**src/rtl/bpar_pkg.sv**
```systemverilog
// Shared types, constants and AES round functions for the private address resolver.
package bpar_pkg;

   localparam logic [7:0] TYPE_MASK       = 8'hC0;
   localparam logic [7:0] TYPE_RESOLVABLE = 8'h40;
   localparam int         KEY_BITS        = 128;
   localparam int         AES_ROUNDS      = 10;
   localparam logic [1:0] VARIANT_FIRST   = 2'd0;
   localparam logic [1:0] VARIANT_LAST    = 2'd3;

   localparam logic CSR_KEY_UPPER = 1'b0;
   localparam logic CSR_KEY_LOWER = 1'b1;

   localparam logic [7:0] RCON_TABLE [AES_ROUNDS] = '{
      8'h01, 8'h02, 8'h04, 8'h08, 8'h10, 8'h20, 8'h40, 8'h80, 8'h1b, 8'h36
   };

   localparam logic [7:0] SBOX_TABLE [256] = '{
      8'h63,8'h7c,8'h77,8'h7b,8'hf2,8'h6b,8'h6f,8'hc5,8'h30,8'h01,8'h67,8'h2b,8'hfe,8'hd7,8'hab,8'h76,
      8'hca,8'h82,8'hc9,8'h7d,8'hfa,8'h59,8'h47,8'hf0,8'had,8'hd4,8'ha2,8'haf,8'h9c,8'ha4,8'h72,8'hc0,
      8'hb7,8'hfd,8'h93,8'h26,8'h36,8'h3f,8'hf7,8'hcc,8'h34,8'ha5,8'he5,8'hf1,8'h71,8'hd8,8'h31,8'h15,
      8'h04,8'hc7,8'h23,8'hc3,8'h18,8'h96,8'h05,8'h9a,8'h07,8'h12,8'h80,8'he2,8'heb,8'h27,8'hb2,8'h75,
      8'h09,8'h83,8'h2c,8'h1a,8'h1b,8'h6e,8'h5a,8'ha0,8'h52,8'h3b,8'hd6,8'hb3,8'h29,8'he3,8'h2f,8'h84,
      8'h53,8'hd1,8'h00,8'hed,8'h20,8'hfc,8'hb1,8'h5b,8'h6a,8'hcb,8'hbe,8'h39,8'h4a,8'h4c,8'h58,8'hcf,
      8'hd0,8'hef,8'haa,8'hfb,8'h43,8'h4d,8'h33,8'h85,8'h45,8'hf9,8'h02,8'h7f,8'h50,8'h3c,8'h9f,8'ha8,
      8'h51,8'ha3,8'h40,8'h8f,8'h92,8'h9d,8'h38,8'hf5,8'hbc,8'hb6,8'hda,8'h21,8'h10,8'hff,8'hf3,8'hd2,
      8'hcd,8'h0c,8'h13,8'hec,8'h5f,8'h97,8'h44,8'h17,8'hc4,8'ha7,8'h7e,8'h3d,8'h64,8'h5d,8'h19,8'h73,
      8'h60,8'h81,8'h4f,8'hdc,8'h22,8'h2a,8'h90,8'h88,8'h46,8'hee,8'hb8,8'h14,8'hde,8'h5e,8'h0b,8'hdb,
      8'he0,8'h32,8'h3a,8'h0a,8'h49,8'h06,8'h24,8'h5c,8'hc2,8'hd3,8'hac,8'h62,8'h91,8'h95,8'he4,8'h79,
      8'he7,8'hc8,8'h37,8'h6d,8'h8d,8'hd5,8'h4e,8'ha9,8'h6c,8'h56,8'hf4,8'hea,8'h65,8'h7a,8'hae,8'h08,
      8'hba,8'h78,8'h25,8'h2e,8'h1c,8'ha6,8'hb4,8'hc6,8'he8,8'hdd,8'h74,8'h1f,8'h4b,8'hbd,8'h8b,8'h8a,
      8'h70,8'h3e,8'hb5,8'h66,8'h48,8'h03,8'hf6,8'h0e,8'h61,8'h35,8'h57,8'hb9,8'h86,8'hc1,8'h1d,8'h9e,
      8'he1,8'hf8,8'h98,8'h11,8'h69,8'hd9,8'h8e,8'h94,8'h9b,8'h1e,8'h87,8'he9,8'hce,8'h55,8'h28,8'hdf,
      8'h8c,8'ha1,8'h89,8'h0d,8'hbf,8'he6,8'h42,8'h68,8'h41,8'h99,8'h2d,8'h0f,8'hb0,8'h54,8'hbb,8'h16
   };

   typedef struct packed {
      logic [47:0] address;
      logic        resolvable;
   } entry_type;

   typedef struct packed {
      logic                valid;
      logic [1:0]          variant;
      logic [KEY_BITS-1:0] key;
      logic [KEY_BITS-1:0] block;
      entry_type           entry;
   } aes_issue_type;

   typedef struct packed {
      logic                valid;
      logic [1:0]          variant;
      logic [KEY_BITS-1:0] state;
      logic [KEY_BITS-1:0] rkey;
      entry_type           entry;
   } aes_stage_type;

   typedef struct packed {
      logic       valid;
      logic [1:0] variant;
      logic [23:0] hash;
      entry_type  entry;
   } aes_result_type;

   typedef struct packed {
      logic       resolvable;
      logic [3:0] match_mask;
      logic       found;
      logic [1:0] first_variant;
   } rsp_type;

   function automatic logic [7:0] sbox(input logic [7:0] x);
      return SBOX_TABLE[x];
   endfunction

   function automatic logic [7:0] xtime(input logic [7:0] x);
      return {x[6:0], 1'b0} ^ (x[7] ? 8'h1b : 8'h00);
   endfunction

   // byte i of a block sits at bits 127-8i downto 120-8i
   function automatic logic [KEY_BITS-1:0] sub_shift(input logic [KEY_BITS-1:0] s);
      logic [KEY_BITS-1:0] t;
      t = '0;
      for (int c = 0; c < 4; c++) begin
         for (int i = 0; i < 4; i++) begin
            t[127-8*(i+4*c) -: 8] = sbox(s[127-8*(i+4*((c+i)%4)) -: 8]);
         end
      end
      return t;
   endfunction

   function automatic logic [KEY_BITS-1:0] mix_columns(input logic [KEY_BITS-1:0] s);
      logic [KEY_BITS-1:0] t;
      logic [7:0] a0, a1, a2, a3, all;
      t = '0;
      for (int c = 0; c < 4; c++) begin
         a0  = s[127-32*c -: 8];
         a1  = s[119-32*c -: 8];
         a2  = s[111-32*c -: 8];
         a3  = s[103-32*c -: 8];
         all = a0 ^ a1 ^ a2 ^ a3;
         t[127-32*c -: 8] = a0 ^ all ^ xtime(a0 ^ a1);
         t[119-32*c -: 8] = a1 ^ all ^ xtime(a1 ^ a2);
         t[111-32*c -: 8] = a2 ^ all ^ xtime(a2 ^ a3);
         t[103-32*c -: 8] = a3 ^ all ^ xtime(a3 ^ a0);
      end
      return t;
   endfunction

   function automatic logic [KEY_BITS-1:0] next_rkey(input logic [KEY_BITS-1:0] rk,
                                                     input logic [7:0] rcon);
      logic [31:0] temp, n0, n1, n2, n3;
      temp = {sbox(rk[23:16]) ^ rcon, sbox(rk[15:8]), sbox(rk[7:0]), sbox(rk[31:24])};
      n0   = rk[127:96] ^ temp;
      n1   = rk[95:64] ^ n0;
      n2   = rk[63:32] ^ n1;
      n3   = rk[31:0] ^ n2;
      return {n0, n1, n2, n3};
   endfunction

endpackage

```
**src/rtl/bpar_front.sv**
```systemverilog
// Front end: accepts addresses, tags the resolvable type and queues them for the back end.
module bpar_front import bpar_pkg::*; #(
   parameter int DEPTH = 4
) (
   input  logic        clock,
   input  logic        reset,
   input  logic        req_push,
   input  logic [47:0] req_address,
   output logic        full,
   output logic        head_valid,
   output entry_type   head,
   input  logic        head_pop
);

   localparam int PW = (DEPTH > 1) ? $clog2(DEPTH) : 1;
   localparam int CW = $clog2(DEPTH + 1);

   entry_type       queue_ff [DEPTH];
   logic [PW-1:0]   wr_ptr_ff, wr_ptr_in, rd_ptr_ff, rd_ptr_in;
   logic [CW-1:0]   count_ff, count_in;
   logic            push, pop;
   entry_type       new_entry;

   assign full       = (count_ff == CW'(DEPTH));
   assign head_valid = (count_ff != '0);
   assign head       = queue_ff[rd_ptr_ff];
   assign push       = req_push && !full;
   assign pop        = head_pop && head_valid;

   assign new_entry.address    = req_address;
   assign new_entry.resolvable = ((req_address[47:40] & TYPE_MASK) == TYPE_RESOLVABLE);

   always_comb begin
      wr_ptr_in = wr_ptr_ff;
      rd_ptr_in = rd_ptr_ff;
      count_in  = count_ff;
      if (push) begin
         wr_ptr_in = (wr_ptr_ff == PW'(DEPTH - 1)) ? '0 : wr_ptr_ff + 1'b1;
      end
      if (pop) begin
         rd_ptr_in = (rd_ptr_ff == PW'(DEPTH - 1)) ? '0 : rd_ptr_ff + 1'b1;
      end
      if (push && !pop) begin
         count_in = count_ff + 1'b1;
      end else if (pop && !push) begin
         count_in = count_ff - 1'b1;
      end
   end

   always_ff @(posedge clock) begin
      if (reset) begin
         wr_ptr_ff <= '0;
         rd_ptr_ff <= '0;
         count_ff  <= '0;
      end else begin
         wr_ptr_ff <= wr_ptr_in;
         rd_ptr_ff <= rd_ptr_in;
         count_ff  <= count_in;
      end
   end

   always_ff @(posedge clock) begin
      if (push) begin
         queue_ff[wr_ptr_ff] <= new_entry;
      end
   end

endmodule

```
**config.mk**
```make
export PLATFORM = sky130hd
export DESIGN_NAME = bpar_front
export DESIGN_NICKNAME = d
export VERILOG_FILES = /design/src/rtl/bpar_pkg.sv /design/src/rtl/bpar_front.sv
export SDC_FILE = /design/constraint.sdc
export NUM_CORES = 1
export LEC_CHECK = 0
export BUFFER_PORTS_ARGS = -buffer_cell sky130_fd_sc_hd__buf_2
export CORE_ASPECT_RATIO = 1.1
export CORE_UTILIZATION = 30
export DETAILED_ROUTE_END_ITERATION = 16
export SKIP_LAST_GASP = 1
export SLEW_MARGIN = 20
export SYNTH_ARGS = -nofsm -noshare
export SYNTH_HDL_FRONTEND = slang
export SYNTH_SLANG_ARGS = --single-unit
export TNS_END_PERCENT = 30
```
**constraint.sdc**
```tcl
create_clock -name clock -period 3 [get_ports clock]
set_input_delay 0 -clock clock [delete_from_list [all_inputs] [get_ports clock]]
set_output_delay 0 -clock clock [all_outputs]
set_load 0.01 [all_outputs]
```
Word level (Yosys, flattened, before mapping)
Memory sizes are Yosys's and may differ from the RTL's. A register that Yosys moved wholly into a read port is not among the register bits.
Cells that the tools add are included.
{ "word_totals": {"ff_bits": 7, "ram_bits": 196, "out_inout_bits": 51, "mem_count": 1} }
{ "memory_table": {"columns": ["name", "depth", "width", "rd", "rd_clocked_by_memory_dff", "wr", "line", "source"], "rows": [
  ["queue_ff", 4, 49, 1, 1, 1, "bpar_front.sv:18", "entry_type queue_ff [DEPTH];"]
]} }
{ "classes": {"addsub": 4, "n_eq_ne": 4, "muxes": 8, "n_reduce_logical": 9} }
{ "op_table": {"columns": ["op", "n"], "rows": [
  ["2-bit two-way mux", 4],
  ["3-bit two-way mux", 2],
  ["2-bit by 1-bit adder with 2-bit output, second input constant", 2],
  ["2-bit == test, second input constant", 2],
  ["1-bit logical AND", 4],
  ["3-bit by 1-bit adder with 3-bit output, second input constant", 1],
  ["3-bit == test, second input constant", 1],
  ["1-bit logical NOT", 3],
  ["3-bit nonzero test", 1],
  ["3-bit by 1-bit subtractor with 3-bit output, second input constant", 1],
  ["2-bit by 1-bit == test with 1-bit output, second input constant", 1],
  ["1-bit two-way mux", 2],
  ["2-bit nonzero test", 1]
]} }

Logic depth before layout (Yosys ltp)
Gate-level depths: netlist of the first run.
{ "depth": {"depth_word": 7, "ltp_mapped": 10} }

Least setup slack after synthesis of the first run
Ideal clock, no wire load.
{ "synth_path": {"path_type": "register to register", "startpoint": "register count_ff[0]", "endpoint": "memory queue_ff[0][0] (netlist bit) (enable)", "arrival_time_ns": 1.885, "t_required_ns": 2.588, "slack_ns": 0.703, "stages_incl_launch_ff": 4, "n_path_buf": 1, "period_less_slack_ns": 2.297, "path_cell_list": "dfxtp_1 -> or3b_1 -> buf_2 -> and3_1"} }
{ "synth_via": {"elab_chain_cells": 5} }
{ "synth_rtl": {"columns": ["element", "line", "source"], "rows": [
  ["start: declaration", "bpar_front.sv:20", "logic [CW-1:0] count_ff, count_in;"],
  ["start signal: assignment", "bpar_front.sv:58", "count_ff <= count_in;"],
  ["3-bit == test", "bpar_front.sv:24", "assign full = (count_ff == CW'(DEPTH));"],
  ["1-bit logical NOT", "bpar_front.sv:27", "assign push = req_push && !full;"],
  ["1-bit logical AND", "bpar_front.sv:27", null],
  ["1-bit two-way mux", "bpar_front.sv:63", "if (push) begin"],
  ["1-bit two-way mux (not written as such)", "bpar_front.sv:64", "queue_ff[wr_ptr_ff] <= new_entry;"],
  ["end: declaration", "bpar_front.sv:18", null]
]} }
Every way passes these cells.

Worst setup path after layout of the first run
{ "layout_path": {"startpoint": "register count_ff[0]", "endpoint": "register count_ff[2]"} }
{ "layout_via": {"elab_chain_cells": 6} }
{ "layout_rtl": {"columns": ["element"], "rows": [
  ["branches (longest 6 deep; another with 3-bit by 1-bit subtractor with 3-bit output)"]
]} }
Several ways; the timed one is not identified. The select of a mux whose other input is x is not followed.
A chain may end at the register's enable or synchronous reset.

==> results_dict.tcl, run 1 <==
set metrics [dict create \
    outcome "finished, final reports clean" \
    p_comb_frac 0.197 \
    hold_end "queue_ff[2][13]" \
    worst_pin_slew_ns 0.919 \
    ant_nets 0 \
    path_cells "o31ai_1 -> ha_1 -> inv_1 -> fa_1 -> xor2_1 -> or3_1 -> a21oi_1" \
    finalSetupTns_ns 0 \
    grt_setup_unrepaired "false" \
    die_h_um 169 \
    synth_cell_type_count 28 \
    min_path_type "in2reg" \
    whs_path_depth 2 \
    holdCritStartpoint "req_address[12]" \
    post-place-ws_ns 0.636 \
    hpwl_um 8860 \
    postCtsHoldBufs 51 \
    routed_via_density 4.58 \
    timing_worst_setup_path_type "reg2reg" \
    cts_setup_buffers 0 \
    boundaryPins 103 \
    synth_cells 307 \
    cp.required_ns 3.42 \
    io_buffers 102 \
    fmax_ghz 0.400 \
    p_per_area_nw_per_um2 811 \
    dieArea_um2 25900 \
    drcViolationCount 0 \
    insertion_delay_ns 0.50 \
    place_congestion 0.721 \
    fp-row-count 60 \
    grt_start_max_net_pins 31 \
    fin_crit_ns 2.50 \
    worstSetupEndpointType "flip-flop" \
    grt_antenna_before_repair 0 \
    power.internal_uw 5890 \
    final_common_cell "edfxtp_1" \
    slowest_delay_ns 0.56 \
    ff2ff_path_depth 7 \
    power_frac_clock 0.341 \
    synthesis.nets 366 \
    ir_drop_mv 0.301 \
    layout_common_cells "196 x edfxtp_1, 102 x buf_2, 51 x dlygate4sd3_1, 47 x mux4_2, 23 x clkbuf_16" \
    synth_area_per_cell_um2 24.7 \
    clkSlewWorstSetupHoldPaths_ns 0.06 \
    drt-total-wl_um 14700 \
    initial_utilization 0.307 \
    vias 3676 \
    cts-resized-gates 0 \
    layout.nets 538 \
    tritoncts "yes" \
    period_share 0.833 \
    first_global_vias 4024 \
    swShare 0.250 \
    grt_overflow 0 \
    max_cap_viol_count 0 \
    h-tree-depth 1 \
    setup_viol 0 \
    cts.sinks 205 \
    track_usage 0.117 \
    yosysWarnings 0 \
    startpoint_type "flip-flop" \
    grt_pass1_wl_um 22800 \
    rr_startpoint "count_ff[0]" \
    drt_iter0_drc 230 \
    cp.arrival_ns 2.92 \
    fill_cells 2210 \
    syn-cell-area_um2 7570 \
    cts_root_buf "clkbuf_16" \
    drive_gt1_frac 0.396 \
    switchingPower_uw 1960 \
    rrSetupSlack_ns 0.50 \
    drtPass1Iterations 4 \
    die_w_um 153 \
    cellLeakagePower_uw 0.00330 \
    ys_seq_area_frac 0.801 \
    relSlewSlack 0.387 \
    setup_ws_ns 0.502 \
    core_um2 24600 \
    hold_violations 0 \
    area_growth_syn_to_layout_pct 27.9 \
    wl_per_cell_um 18.4 \
    ys_ff_latch 205 \
    cp_slowest_cell "o31ai_1" \
    antenna-diode-count 0 \
    cts_buffers 22 \
    drv_slew 0 \
    share_seq_of_total_power 0.462 \
    cp_max_fo 5 \
    skew_ns 0.0119 \
    r2r-end "count_ff[2]" \
    clk_path_buf_depth 3 \
]
==> cell families (layout without fill, tap and decap cells) <==
| group | count (synthesis) | in the layout | synth area share |
|---|---|---|---|
| AOI/OAI and AO/OA | 7 | 7 | 0.00595 |
| xor gates and xnor gates | 2 | 2 | 0.00231 |
| adders and majority gates | 7 | 7 | 0.0126 |
| buffers and inverters | 18 | 204 | 0.0162 |
| DFF | 205 | 205 | 0.801 |
| muxes | 51 | 51 | 0.149 |
| and+or+nand+nor | 17 | 17 | 0.0122 |
==> layer usage <==
| metal | wire [µm] | GRT usage | up-vias | share of wire |
|---|---|---|---|---|
| li1 | - | - | 1642 | - |
| met1 | 6010 | 0.142 | 1891 | 0.41 |
| met2 | 7480 | 0.206 | 119 | 0.51 |
| met3 | 1010 | 0.0292 | 24 | 0.069 |
| met4 | 230 | 0.0317 | 0 | 0.016 |
| met5 | 0 | 0 | - | 0 |
==> through the flow <==
step                      instances  cell area, µm²  power, µW  hold WS [ns]  utilization
after floorplan                 307            7570       4650        0.0989            -
after global placement          714            8450       5170         0.212        0.343
after detailed placement        714            8450       5220         0.215        0.343
after CTS                       803            9680       7970         0.235        0.393
after global routing            803            9680       8190         0.244        0.393
final                           803            9680       7850         0.252        0.393
==> Yosys cell counts <==
cell        n  area, µm²
mux4_1      2       52.6
and3_1      4       25.0
clkbuf_1    1       3.75
ha_1        6       75.1
o21ai_0     2       10.0
nor3_1      1       5.00
dfxtp_1     9        180
inv_1       4       15.0
mux2i_1     2       20.0
fa_1        1       20.0
inv_2       1       3.75
buf_2       3       15.0
o31ai_2     1       12.5
a21oi_1     3       15.0
or3_1       3       18.8
buf_1       3       11.3
nor2b_1     1       6.26
or3b_1      1       8.76
xor2_1      2       17.5
buf_6       1       11.3
buf_4       3       22.5
buf_12      2       40.0
nand2_1     1       3.75
nand3_1     2       10.0
o31ai_1     1       7.51
mux4_2     47       1060
edfxtp_1  196       5890
nor2_1      4       15.0
==> layout make-up <==
type / instances / area (µm²) / area share
clock buffers: 27 / 591 / 0.0610
inverters: 5 / 18.8 / 0.00194
repair buffers: 161 / 1090 / 0.113
multi-input cells: 84 / 1390 / 0.143
well taps: 310 / 388 / 0.0401
clock inverters: 11 / 131 / 0.0136
flip-flops and latches: 205 / 6070 / 0.627
==> power by group through the flow <==
stage,logic [µW],registers [µW],clock network [µW]
3_3_place_gp,1500,3670,0
3_5_place_dp,1520,3690,0
2_1_floorplan,1060,3590,0
4_1_cts,1580,3640,2750
6_report,1550,3620,2680
5_1_grt,1670,3660,2860
==> state kept, by name (all words and copies together) (netlist names), named ones only <==
register	cells
count_ff	3
queue_ff	196
rd_ptr_ff	2
wr_ptr_ff	2
==> worst max path at each step <==
stage,slack (ns),start,depth (start not counted),to
CTS,0.60,count_ff[0],7,count_ff[2]
global route,0.46,count_ff[0],9,count_ff[2]
finish,0.50,count_ff[0],7,count_ff[2]
detailed placement,0.64,count_ff[0],7,count_ff[2]
global placement,0.79,count_ff[0],7,count_ff[2]
floorplan,0.70,count_ff[0],3,queue_ff[0][0]
==> worst max-delay path: cells and delay by family (launching register included) <==
family / cells / cell delay [ns]
AOI/OAI and AO/OA: 2 / 0.74
xor gates and xnor gates: 1 / 0.19
adders and majority gates: 2 / 0.71
buffers and inverters: 1 / 0.08
DFF: 1 / 0.36
and+or+nand+nor: 1 / 0.35
Power figures use the tool's default switching activity.
==> run 2: changes to the inputs <==
- clock period: 3 -> 2.2 ns (I/O delays scaled with it)
==> run 2 against run 1 <==
Total power grew 38%. Global-route usage decreased by 0.61 points. Register-to-register slack lost 0.38 ns. Final cell count is 0.37% higher. Sequential power rose by 36%. Die area did not move. Flip-flop and latch count unchanged. Largest cell class unchanged.
==> results_dict.tcl, run 2 (synthesized netlist as in run 1, its figures left out) <==
set metrics [dict create \
    io_buffers 102 \
    die_w_um 153 \
    initial_utilization 0.307 \
    worst_pin_slew_ns 0.452 \
    timing_worst_setup_path_type "reg2reg" \
    layout_common_cells "196 x edfxtp_1, 102 x buf_2, 51 x dlygate4sd3_1, 47 x mux4_2, 26 x clkbuf_16" \
    clk_path_buf_depth 3 \
    setup_viol 0 \
    relSlewSlack 0.698 \
    clkSlewWorstSetupHoldPaths_ns 0.06 \
    fin_crit_ns 2.08 \
    cp.arrival_ns 2.51 \
    wl_per_cell_um 17.4 \
    grt_pass1_wl_um 21900 \
    fill_cells 2222 \
    grt_setup_unrepaired "true" \
    drt-total-wl_um 14000 \
    startpoint_type "flip-flop" \
    max_cap_viol_count 0 \
    outcome "finished, final reports clean" \
    cts_buffers 22 \
    tritoncts "yes" \
    drv_slew 0 \
    drive_gt1_frac 0.423 \
    hpwl_um 8080 \
    fmax_ghz 0.480 \
    final_common_cell "edfxtp_1" \
    period_share 0.946 \
    multi_input_area_um2 1400 \
    stdcell_count 806 \
    insertion_delay_ns 0.50 \
    routed_via_density 4.53 \
    track_usage 0.111 \
    cts.sinks 205 \
    cts_root_buf "clkbuf_16" \
    vias 3652 \
    grt_antenna_before_repair 0 \
    cellLeakagePower_uw 0.00336 \
    skew_ns 0.00866 \
    hold_violations 0 \
    register_area_um2 6080 \
    ant_nets 0 \
    reg_top3 "queue_ff x196, count_ff x3" \
    first_global_vias 4048 \
    drtPass1Iterations 4 \
    h-tree-depth 1 \
    cts_setup_buffers 0 \
    largest_register_ffs 196 \
    grt_start_max_net_pins 50 \
    whs_ns 0.259 \
    area_growth_syn_to_layout_pct 29.7 \
    top_register "queue_ff" \
    cp.required_ns 2.63 \
    grt_overflow 0 \
    antenna-diode-count 0 \
    place_congestion 0.696 \
    die_h_um 169 \
    drcViolationCount 0 \
    boundaryPins 103 \
    fp-row-count 60 \
    drt_iter0_drc 213 \
    layout.nets 540 \
    placedCellCount 716 \
    p_per_area_nw_per_um2 1100 \
    worstSetupEndpointType "flip-flop" \
    dieArea_um2 25900 \
    min_path_type "in2reg" \
    core_um2 24600 \
    ir_drop_mv 0.456 \
    cp_max_fo 5 \
]
==> run 2: path summary, 6_finish.rpt <==
path                                       from         endpoint  cells after the start  slack (ns)
worst max-delay path                count_ff[2]      count_ff[2]                      9        0.12
worst min-delay path            req_address[27]  queue_ff[3][28]                      2        0.26
worst max register to register      count_ff[2]      count_ff[2]                      9        0.12
worst min register to register     rd_ptr_ff[0]        flip-flop                      2        0.53
==> run 2: area by class of cell <==
class | count | area share
well taps | 310 | 0.0395
flip-flops and latches | 205 | 0.619
repair buffers | 163 | 0.119
clock buffers | 28 | 0.0681
clock inverters | 11 | 0.00930
multi-input cells | 84 | 0.143
inverters | 5 | 0.00191
==> run 2: per-layer routing <==
metal,global-route usage,part of all wire,vias to the layer above
met3,0.0253,0.049,23
li1,-,-,1650
met4,0.0352,0.019,0
met2,0.194,0.51,84
met5,0,0,-
met1,0.136,0.42,1895
==> run 2: power by group <==
group | internal, µW | switching (µW)
clock network | 2280 | 1460
logic | 1120 | 1070
registers | 4730 | 184
total | 8130 | 2720
==> run 2: metrics by stage <==
step	setup slack [ns]	total power, µW	instance area [µm²]	utilization	setup TNS (ns)
detailed placement	-0.0148	7160	8520	0.346	-0.0148
floorplan	-0.0963	6330	7570	-	-9.44
CTS	0.0124	11000	9800	0.398	0
global route	-0.00777	11400	9820	0.399	-0.00852
global placement	0.119	7100	8520	0.346	0
finish	0.118	10800	9820	0.399	0
==> run 2: critical path, stage by stage, from the launching register on <==
cell and delay (ns):
dfxtp_1 0.34, or3b_4 0.26, inv_2 0.05, nor2_4 0.09
ha_2 0.19, inv_1 0.06, fa_1 0.39, xor2_1 0.18
or3_1 0.30, a21oi_1 0.14
==> run 2: timing repair <==
action / in CTS / in global routing
cloned: 0 / 0
setup endpoints to repair: 1 / 3
hold endpoints to repair: 205 / 0
hold buffers: 51 / 0
resized for setup: 1 / 7
pin swaps: 0 / 0
==> run 3: changes to the inputs <==
- ABC_AREA: not set -> 1
- BUFFER_PORTS_ARGS: -buffer_cell sky130_fd_sc_hd__buf_2 -> not set
- DONT_BUFFER_PORTS: not set -> 1
- SLEW_MARGIN: 20 -> 10
==> run 3 against run 2 <==
First-iteration DRC count rose by 8.5%. Via count rose by 21%. Final cell count rose by 21%. Worst setup slack improved by 0.086 ns. Utilization fell by 2.3 points. Synthesized cell count rose by 78%. Sequential share of layout area rose by 1.9 points. Flip-flop and latch count did not move. Area after synthesis rose by 2.6%. Critical path depth fell by 2. Count of clock-buffer cells in the layout fell by 2. Highest routed layer unchanged.
==> results_dict.tcl, run 3 <==
set metrics [dict create \
    outcome "finished, final reports clean" \
    antenna-diode-count 0 \
    drcViolationCount 0 \
    ant_nets 0 \
    ff2ff_path_depth 7 \
    holdCritStartpoint "req_address[11]" \
    ys.flop_type "edfxtp_1" \
    place_congestion 0.705 \
    die_w_um 155 \
    cts.sinks 205 \
    setup_ws_ns 0.204 \
    syn-cell-area_um2 7760 \
    final_util 0.376 \
    cp_max_fo 4 \
    tritoncts "yes" \
    drtPass1Iterations 4 \
    cp_slowest_cell "dlygate4sd3_1" \
    synth_cells 546 \
    fp-row-count 61 \
    grt_overflow 0 \
    io_buffers 0 \
    synth_edf_count 196 \
    fmax_ghz 0.501 \
    startpoint_type "flip-flop" \
    clkSlewWorstSetupHoldPaths_ns 0.06 \
    reg_top3 "queue_ff x196, count_ff x3" \
    synthArstFlopShare 0 \
    dieArea_um2 26500 \
    synth_compound_area_frac 0.105 \
    synth_top_area_frac 0.758 \
    ys_seq_area_frac 0.781 \
    r2r-end "count_ff[0]" \
    boundaryPins 103 \
    synthAdderAreaFrac 0.0122 \
    relSlewSlack 0.617 \
    initial_utilization 0.306 \
    skew_ns 0.0147 \
    max_cap_viol_count 0 \
    ys_ff_latch 205 \
    routed_via_density 4.53 \
    cp_num_buf_inv 1 \
    track_usage 0.121 \
    fin_crit_ns 2.00 \
    path_delay_family "buffers and inverters" \
    core_um2 25300 \
    whs_path_depth 1 \
    worst_pin_slew_ns 0.574 \
    hpwl_um 9010 \
    cp.arrival_ns 2.39 \
    hold_end "queue_ff[0][12]" \
    wl_per_cell_um 16.8 \
    path_cells "nor2_1 -> nand2_1 -> nand2_1 -> ha_1 -> xor2_1 -> nor2_1 -> dlygate4sd3_1" \
    ys_top_cells_by_count "196 x edfxtp_1, 116 x nor2_1, 94 x o21ai_0" \
    insertion_delay_ns 0.50 \
    ir_drop_mv 0.707 \
    timing_worst_setup_path_type "reg2reg" \
    layout_common_cells "196 x edfxtp_1, 112 x nor2_1, 94 x o21ai_0, 52 x dlygate4sd3_1, 49 x o22ai_1" \
    synth_cell_type_count 23 \
    top_register "queue_ff" \
    cellLeakagePower_uw 0.00318 \
    synth_top_family_by_area "compound AO/OA/AOI/OAI gates" \
    muxShareOfSynthArea 0 \
    layout.nets 669 \
    drt-total-wl_um 16300 \
    yosysWarnings 0 \
    worstSetupEndpointType "flip-flop" \
    setup_viol 0 \
    first_global_vias 4371 \
    synthesis.nets 605 \
    drt_iter0_drc 231 \
    drive_gt1_frac 0.0942 \
    drv_slew 0 \
    h-tree-depth 1 \
    cts_setup_buffers 0 \
    p_per_area_nw_per_um2 1200 \
    grt_pass1_wl_um 24600 \
    yosysMostFrequentCell "edfxtp_1" \
    grt_start_max_net_pins 67 \
    synthSimpleGateAreaFrac 0.0662 \
    synth_largest_area_cell "edfxtp_1" \
    grt_setup_unrepaired "false" \
    area_growth_syn_to_layout_pct 22.6 \
    yosys-top-cells-area "edfxtp_1 76%, o21ai_0 6.1%, nor2_1 5.6%, o22ai_1 3.9%, dfxtp_1 2.3%" \
    min_path_type "in2reg" \
    post-place-ws_ns 0.360 \
    hold_violations 0 \
    synth_xor_xnor_area_share 0.00113 \
    slowest_delay_ns 0.55 \
    final_common_cell "edfxtp_1" \
    cts_buffers 23 \
    synth_area_per_cell_um2 14.2 \
    cp.required_ns 2.59 \
    vias 4408 \
    rr_startpoint "count_ff[0]" \
    fill_cells 2462 \
    cts_root_buf "clkbuf_16" \
    largest_register_ffs 196 \
    period_share 0.907 \
    die_h_um 171 \
    grt_antenna_before_repair 0 \
    clk_path_buf_depth 3 \
    rrSetupSlack_ns 0.20 \
]
[run 3: cell types whose count changed after synthesis, sizes merged, moves of 8 or more]
cell,previous run,this run
mux4,49,0
inv,5,18
nand2,1,14
nor2,4,116
clkbuf,1,11
o21ai,2,99
o22ai,0,49
buf,12,20
[run 3: how the worst max path moves through the flow]
stage                           to         from  depth (start not counted)  slack, ns
floorplan           queue_ff[0][0]  count_ff[0]                          4      -0.23
global placement       count_ff[2]  count_ff[1]                         12       0.37
detailed placement     count_ff[2]  count_ff[1]                         12       0.36
CTS                        head[7]    flip-flop                          4       0.09
global route              head[32]    flip-flop                          3        0.1
finish                 count_ff[0]  count_ff[0]                          7       0.20
[run 3: layout make-up]
class                      count  area (µm²)  share of cell area
clock inverter                15         176              0.0185
sequential                   205        6070               0.638
multi-input combinational    292        1460               0.153
tap                          346         433              0.0455
inverter                      18        75.1             0.00789
timing repair buffer          70         718              0.0754
clock buffer                  26         587              0.0616
[run 3: power breakdown]
group	switching (µW)	total (µW)	internal, µW
logic	1910	2680	771
registers	167	4930	4760
clock network	1470	3850	2380
total	3550	11500	7920
[run 3: per-layer routing]
| metal | global-route usage | wire [µm] |
|---|---|---|
| met1 | 0.144 | 7100 |
| met2 | 0.214 | 7950 |
| met3 | 0.0329 | 962 |
| met4 | 0.0354 | 306 |
| met5 | 0 | 0 |
[run 3: what timing repair did]
item | CTS | global route
setup endpoints to repair | 0 | 2
hold buffers | 52 | 0
endpoints found under the hold margin | 205 | 0
gates resized for setup | 0 | 1
[run 3: metrics by stage]
step	hold WS, ns	area, µm²	std cells	power [µW]	setup TNS (ns)
6_report	0.203	9520	972	11500	0
5_1_grt	0.196	9520	972	12100	0
4_1_cts	0.180	9520	972	11600	0
3_5_place_dp	0.0749	8230	879	7630	0
3_3_place_gp	0.0738	8230	879	7590	0
2_1_floorplan	0.0724	7770	546	6890	-46.05
[run 3: logic make-up (layout without fill, tap and decap cells)]
| kind of cell | after synthesis | in the layout |
|---|---|---|
| AOI/OAI and AO/OA | 150 | 150 |
| xor gates and xnor gates | 1 | 1 |
| adders and majority gates | 7 | 7 |
| buffers and inverters | 49 | 129 |
| DFF | 205 | 205 |
| and+or+nand+nor | 134 | 134 |
[run 3: worst register-to-register path, stage by stage, from the launching register on]
cell and delay [ns]:
dfxtp_1 0.39, nor2_1 0.07, nand2_1 0.17, nand2_1 0.13, ha_1 0.34, xor2_1 0.19, nor2_1 0.06, dlygate4sd3_1 0.55
